--- src/plda_sqrt.sv ---
// pipelined integer square root, one root bit per stage
module plda_sqrt #(
    parameter int XW  = 52,
    parameter int SBW = 8
) (
    input  logic                clk,
    input  logic                rst_n,
    input  logic                en,
    input  logic                in_vld,
    input  logic [XW-1:0]       in_x,
    input  logic [SBW-1:0]      in_sb,
    output logic                out_vld,
    output logic [XW/2-1:0]     out_root,
    output logic [SBW-1:0]      out_sb
);
    localparam int RW   = XW / 2;
    localparam int REMW = RW + 3;

    logic              vld_reg  [RW];
    logic [REMW-1:0]   rem_reg  [RW];
    logic [RW-1:0]     root_reg [RW];
    logic [XW-1:0]     x_reg    [RW];
    logic [SBW-1:0]    sb_reg   [RW];

    logic              vld_next  [RW];
    logic [REMW-1:0]   rem_next  [RW];
    logic [RW-1:0]     root_next [RW];
    logic [XW-1:0]     x_next    [RW];
    logic [SBW-1:0]    sb_next   [RW];

    always_comb
    begin
        logic [REMW-1:0] prev_rem;
        logic [RW-1:0]   prev_root;
        logic [REMW-1:0] sh;
        logic [REMW-1:0] trial;
        for (int k = 0; k < RW; k++)
        begin
            prev_rem    = (k == 0) ? '0 : rem_reg[k-1];
            prev_root   = (k == 0) ? '0 : root_reg[k-1];
            x_next[k]   = (k == 0) ? in_x : x_reg[k-1];
            sb_next[k]  = (k == 0) ? in_sb : sb_reg[k-1];
            vld_next[k] = (k == 0) ? in_vld : vld_reg[k-1];
            sh    = {prev_rem[REMW-3:0], x_next[k][XW-1-2*k -: 2]};
            trial = REMW'({prev_root, 2'b01});
            if (sh >= trial)
            begin
                rem_next[k]  = sh - trial;
                root_next[k] = {prev_root[RW-2:0], 1'b1};
            end
            else
            begin
                rem_next[k]  = sh;
                root_next[k] = {prev_root[RW-2:0], 1'b0};
            end
        end
    end

    always_ff @(posedge clk or negedge rst_n)
    begin
        if (!rst_n)
        begin
            for (int k = 0; k < RW; k++)
                vld_reg[k] <= 1'b0;
        end
        else if (en)
        begin
            for (int k = 0; k < RW; k++)
                vld_reg[k] <= vld_next[k];
        end
    end

    always_ff @(posedge clk)
    begin
        if (en)
        begin
            for (int k = 0; k < RW; k++)
            begin
                rem_reg[k]  <= rem_next[k];
                root_reg[k] <= root_next[k];
                x_reg[k]    <= x_next[k];
                sb_reg[k]   <= sb_next[k];
            end
        end
    end

    assign out_vld  = vld_reg[RW-1];
    assign out_root = root_reg[RW-1];
    assign out_sb   = sb_reg[RW-1];
endmodule

--- config.mk ---
export PLATFORM = sky130hd
export DESIGN_NAME = plda_sqrt
export DESIGN_NICKNAME = d
export VERILOG_FILES = /design/src/plda_sqrt.sv
export SDC_FILE = /design/constraint.sdc
export NUM_CORES = 2
export LEC_CHECK = 0
export ABC_AREA = 0
export BUFFER_PORTS_ARGS = -buffer_cell sky130_fd_sc_hd__buf_2
export CORE_ASPECT_RATIO = 1.25
export CORE_MARGIN = 3
export CORE_UTILIZATION = 50
export CTS_CLUSTER_DIAMETER = 120
export CTS_CLUSTER_SIZE = 30
export DETAILED_ROUTE_END_ITERATION = 12
export GPL_TIMING_DRIVEN = 0
export PLACE_DENSITY_LB_ADDON = 0.05
export SLEW_MARGIN = 20
export SYNTH_ARGS = -nofsm -noshare
export SYNTH_HDL_FRONTEND = slang
export SYNTH_SLANG_ARGS = --single-unit
--- constraint.sdc ---
create_clock -name clk -period 6.11 [get_ports clk]
set_input_delay 0.3055 -clock clk [delete_from_list [all_inputs] [get_ports clk]]
set_output_delay 0.3055 -clock clk [all_outputs]
set_load 0.02 [all_outputs]
==> metrics <==
Starting Density=50.5%; FFs w/ async S/R, synth=1.39%; vias per cell=around 5.4; Syn Area/Cell=13.7 um^2; final worst-path cycle share=just under 80%; met3 Use GR=around 1.9%; # Post-CTS Setup Buffers=0; die area=around 170000 um^2; # resized after CTS=0; ratio of cells with drive above 1 in the final layout=5.21%; Largest register FFs=650; Core ar.=164000 um^2; nets=~6800; register area share after synthesis=roughly two thirds; Reg area=roughly 56000 um^2; Num CTS Buffers=about 70; detailed placer's ending HPWL=115000 um; max-slew violation count=0; Synth area leader=edfxtp_1; Fmax=around 210 MHz; Worst EP arrival=roughly 5.2 ns; Synthesis Warnings=0; Hold Fails Final Rpt=0; share of Yosys cell area claimed by the top area cell type=66.8%; slew margin rel.=between 20% and 30%; gr busiest metal=met2; largest net degree at the start of global routing=about 150; Vias=approximately 46000; CP Capture Type=register; status=completed; Rows=166; HP Class=input port to async pin; number of synthesized flops with an enable pin=approximately 1800; Worst Skew=0.0378 ns; total gr overflow=0; area grow syn2layout=7.63%; total track usage=18.2%; Crit path largest cell delay=0.79 ns; pwr dens=between 300 and 400 nW/um^2; H-tree depth=3; startpoint types=register; multi-input logic area=between 20000 and 25000 um^2; Post-Route WL=about 160000 um; Clock Latency Late Sink=~0.75 ns; #FFs+latches synth=between 1500 and 2000; cells after synthesis=6073; global routing usage on met2=34.9%; Die Wd=about 370 um; Reg clk slew, reported paths=0.11 ns; routing usage on met1=approximately a fifth; R2R cell count=10; RSZ-0062 raised after global routing=no; Slowest-stage cell, CP=o211ai_1; Max Cap Violations=0; FF-to-FF End=rem_reg[1][137]; Routed Antenna Nets=0; crit path cell chain=ha_1, o21ai_0, a211oi_1, a21oi_1, o21ai_0, o211ai_1, o211ai_1, clkbuf_1, clkbuf_1, a21oi_1; fill cell count=around 14000; Static Leak=between 0.03 and 0.04 uW; Boundary Pins=99; drt wl/cell=18.4 um; clk sinks=~1900; GPL Wtd Cong=a little over 0.9; # hold bufs at CTS=64; clk buf depth=3; Tmin final=roughly 4.8 ns; reg2reg start=rem_reg[1][87]; number of global-route vias before repair=roughly 46000; Net Count, Synth=6516; crit-path max FO=10; Worst Max-Slew Pin Slew=~1.1 ns; Synth area leaders=edfxtp_1, ha_1, xnor2_1; hold slack final=approximately 0.092 ns; CTS tree=done; Die H=approximately 460 um; Sum Neg Setup Slack=0 ns; main flop type after synthesis=edfxtp_1; drt initial violations=~3200; maximum VDD drop=approximately 270 uV; Finish-stage setup viols=0; Detailed Routing Iterations Pass 1=6; Placed Cells=between 8000 and 9000; flop2flop setup slack=1.32 ns; global-route wire length before repair=~250000 um; Worst EP required=between 6 and 7 ns; IO Port Bufs=98; Yosys cell types=84; drc violations=0; Mapped Area=slightly above 80000 um^2; antenna violations before repair=1; cell at the root of the clock tree=clkbuf_16; final non-filler cell total=about 8500; Crit Path Category=register to register
## stage by stage
step | setup slack, ns | power (uW) | area [um^2] | utilization [%]
after global placement | -24.19 | 23700 | 86300 | 52.5
after CTS | 1.29 | 29200 | 89400 | 54.3
after global routing | 1.08 | 30500 | 89400 | 54.3
after floorplan | 2.84 | 21200 | 83100 | -
after detailed placement | 1.35 | 23100 | 86700 | 52.7
final | 1.32 | 28800 | 89400 | 54.3
## cell usage after synthesis (17+ instances only)
cell type  number
nor2b_1        54
o21a_1         65
nand3_1        88
and2_1         24
a21boi_0       18
nor2_1        367
o21ai_0       301
nand3b_1       17
clkbuf_1       92
or3_1          60
dfrtp_1        26
ha_1          379
and3_1         24
nor4_1         70
xor2_1        261
a21oi_1       353
a21o_1        128
a31oi_1        35
a211oi_1       26
o211ai_1       17
or4_1          31
edfxtp_1     1848
nor3_1        172
xnor2_1       265
nand4_1        53
inv_1         470
nand2_1       367
o21bai_1       33
mux2_2         81
nand2b_1       76
or2_2          29
o31ai_1        37
## cell usage in the layout (no fill, tap or decap), types with 12 or more instances in the layout
cell	instances
o21bai_1	33
and3_1	24
xor2_1	261
ha_1	379
or4_1	31
and4_1	12
dfrtp_1	26
and2_1	24
nand3_1	88
a21oi_1	353
a211oi_1	26
mux2_2	81
nand3b_1	17
nor2_1	367
nand4_1	53
nor3_1	172
a21boi_0	18
o31ai_1	37
buf_2	100
a21o_1	128
buf_16	14
xnor2_1	265
o21ai_0	301
nand2_1	367
buf_1	12
nor4_1	70
o211ai_1	17
dlygate4sd3_1	64
nand2b_1	76
o21a_1	65
or3_1	60
clkbuf_1	111
edfxtp_1	1848
or2_2	29
a31oi_1	35
inv_1	470
nor2b_1	54
clkbuf_16	72
## cells by family (layout without fill, tap and decap cells)
group	Yosys count	in the layout	synth area share [%]
adder cells (fa/ha/maj)	379	379	5.71
XOR/XNOR	526	526	5.55
multiplexers	86	86	1.16
flip-flops	1874	1874	67.6
buffers and inverters	579	856	2.62
AO/OA/AOI/OAI	1134	1134	8.44
AND/OR/NAND/NOR	1494	1494	8.93
other	1	2	0.00451
## how the worst max path moves through the flow
stage	end	slack, ns	start
final	rem_reg[1][137]	1.32	rem_reg[1][87]
after global routing	rem_reg[1][137]	1.08	rem_reg[1][87]
after CTS	rem_reg[0][389]	1.29	root_reg[0][324]
after detailed placement	rem_reg[0][389]	1.35	root_reg[0][324]
after global placement	x_reg[0][331]	-24.19	en
after floorplan	rem_reg[0][215]	2.84	rem_reg[0][182]
## area by class of cell
class,instances,share of cell area (%)
buffer,107,0.453
timing repair buffer,176,1.71
multi-input combinational,3620,27.7
clock buffer,91,2.10
clock inverter,10,0.218
tap,2184,3.06
sequential,1874,62.8
inverter,472,1.98
antenna,1,0.00280
## layer usage
metal | wire length (um) | up-vias
met3 | 4420 | 215
li1 | - | 22900
met4 | 5230 | 0
met5 | 0 | -
met2 | 85300 | 670
met1 | 61800 | 22600
## worst max-delay path, delay by kind of cell, from the launching register on
family | cells | cell delay, ns
flops | 1 | 0.42
fa+ha+maj | 1 | 0.36
buf+inv | 2 | 1.19
compound gates | 7 | 2.54
## where the power goes
part	leakage [uW]	internal (uW)	switching, uW	total (uW)
logic	0.0144	2520	3410	5930
registers	0.0181	16000	895	16900
clock network	0.000991	2250	3730	5980
total	0.0335	20800	8030	28800
Power figures use the tool's default switching activity.
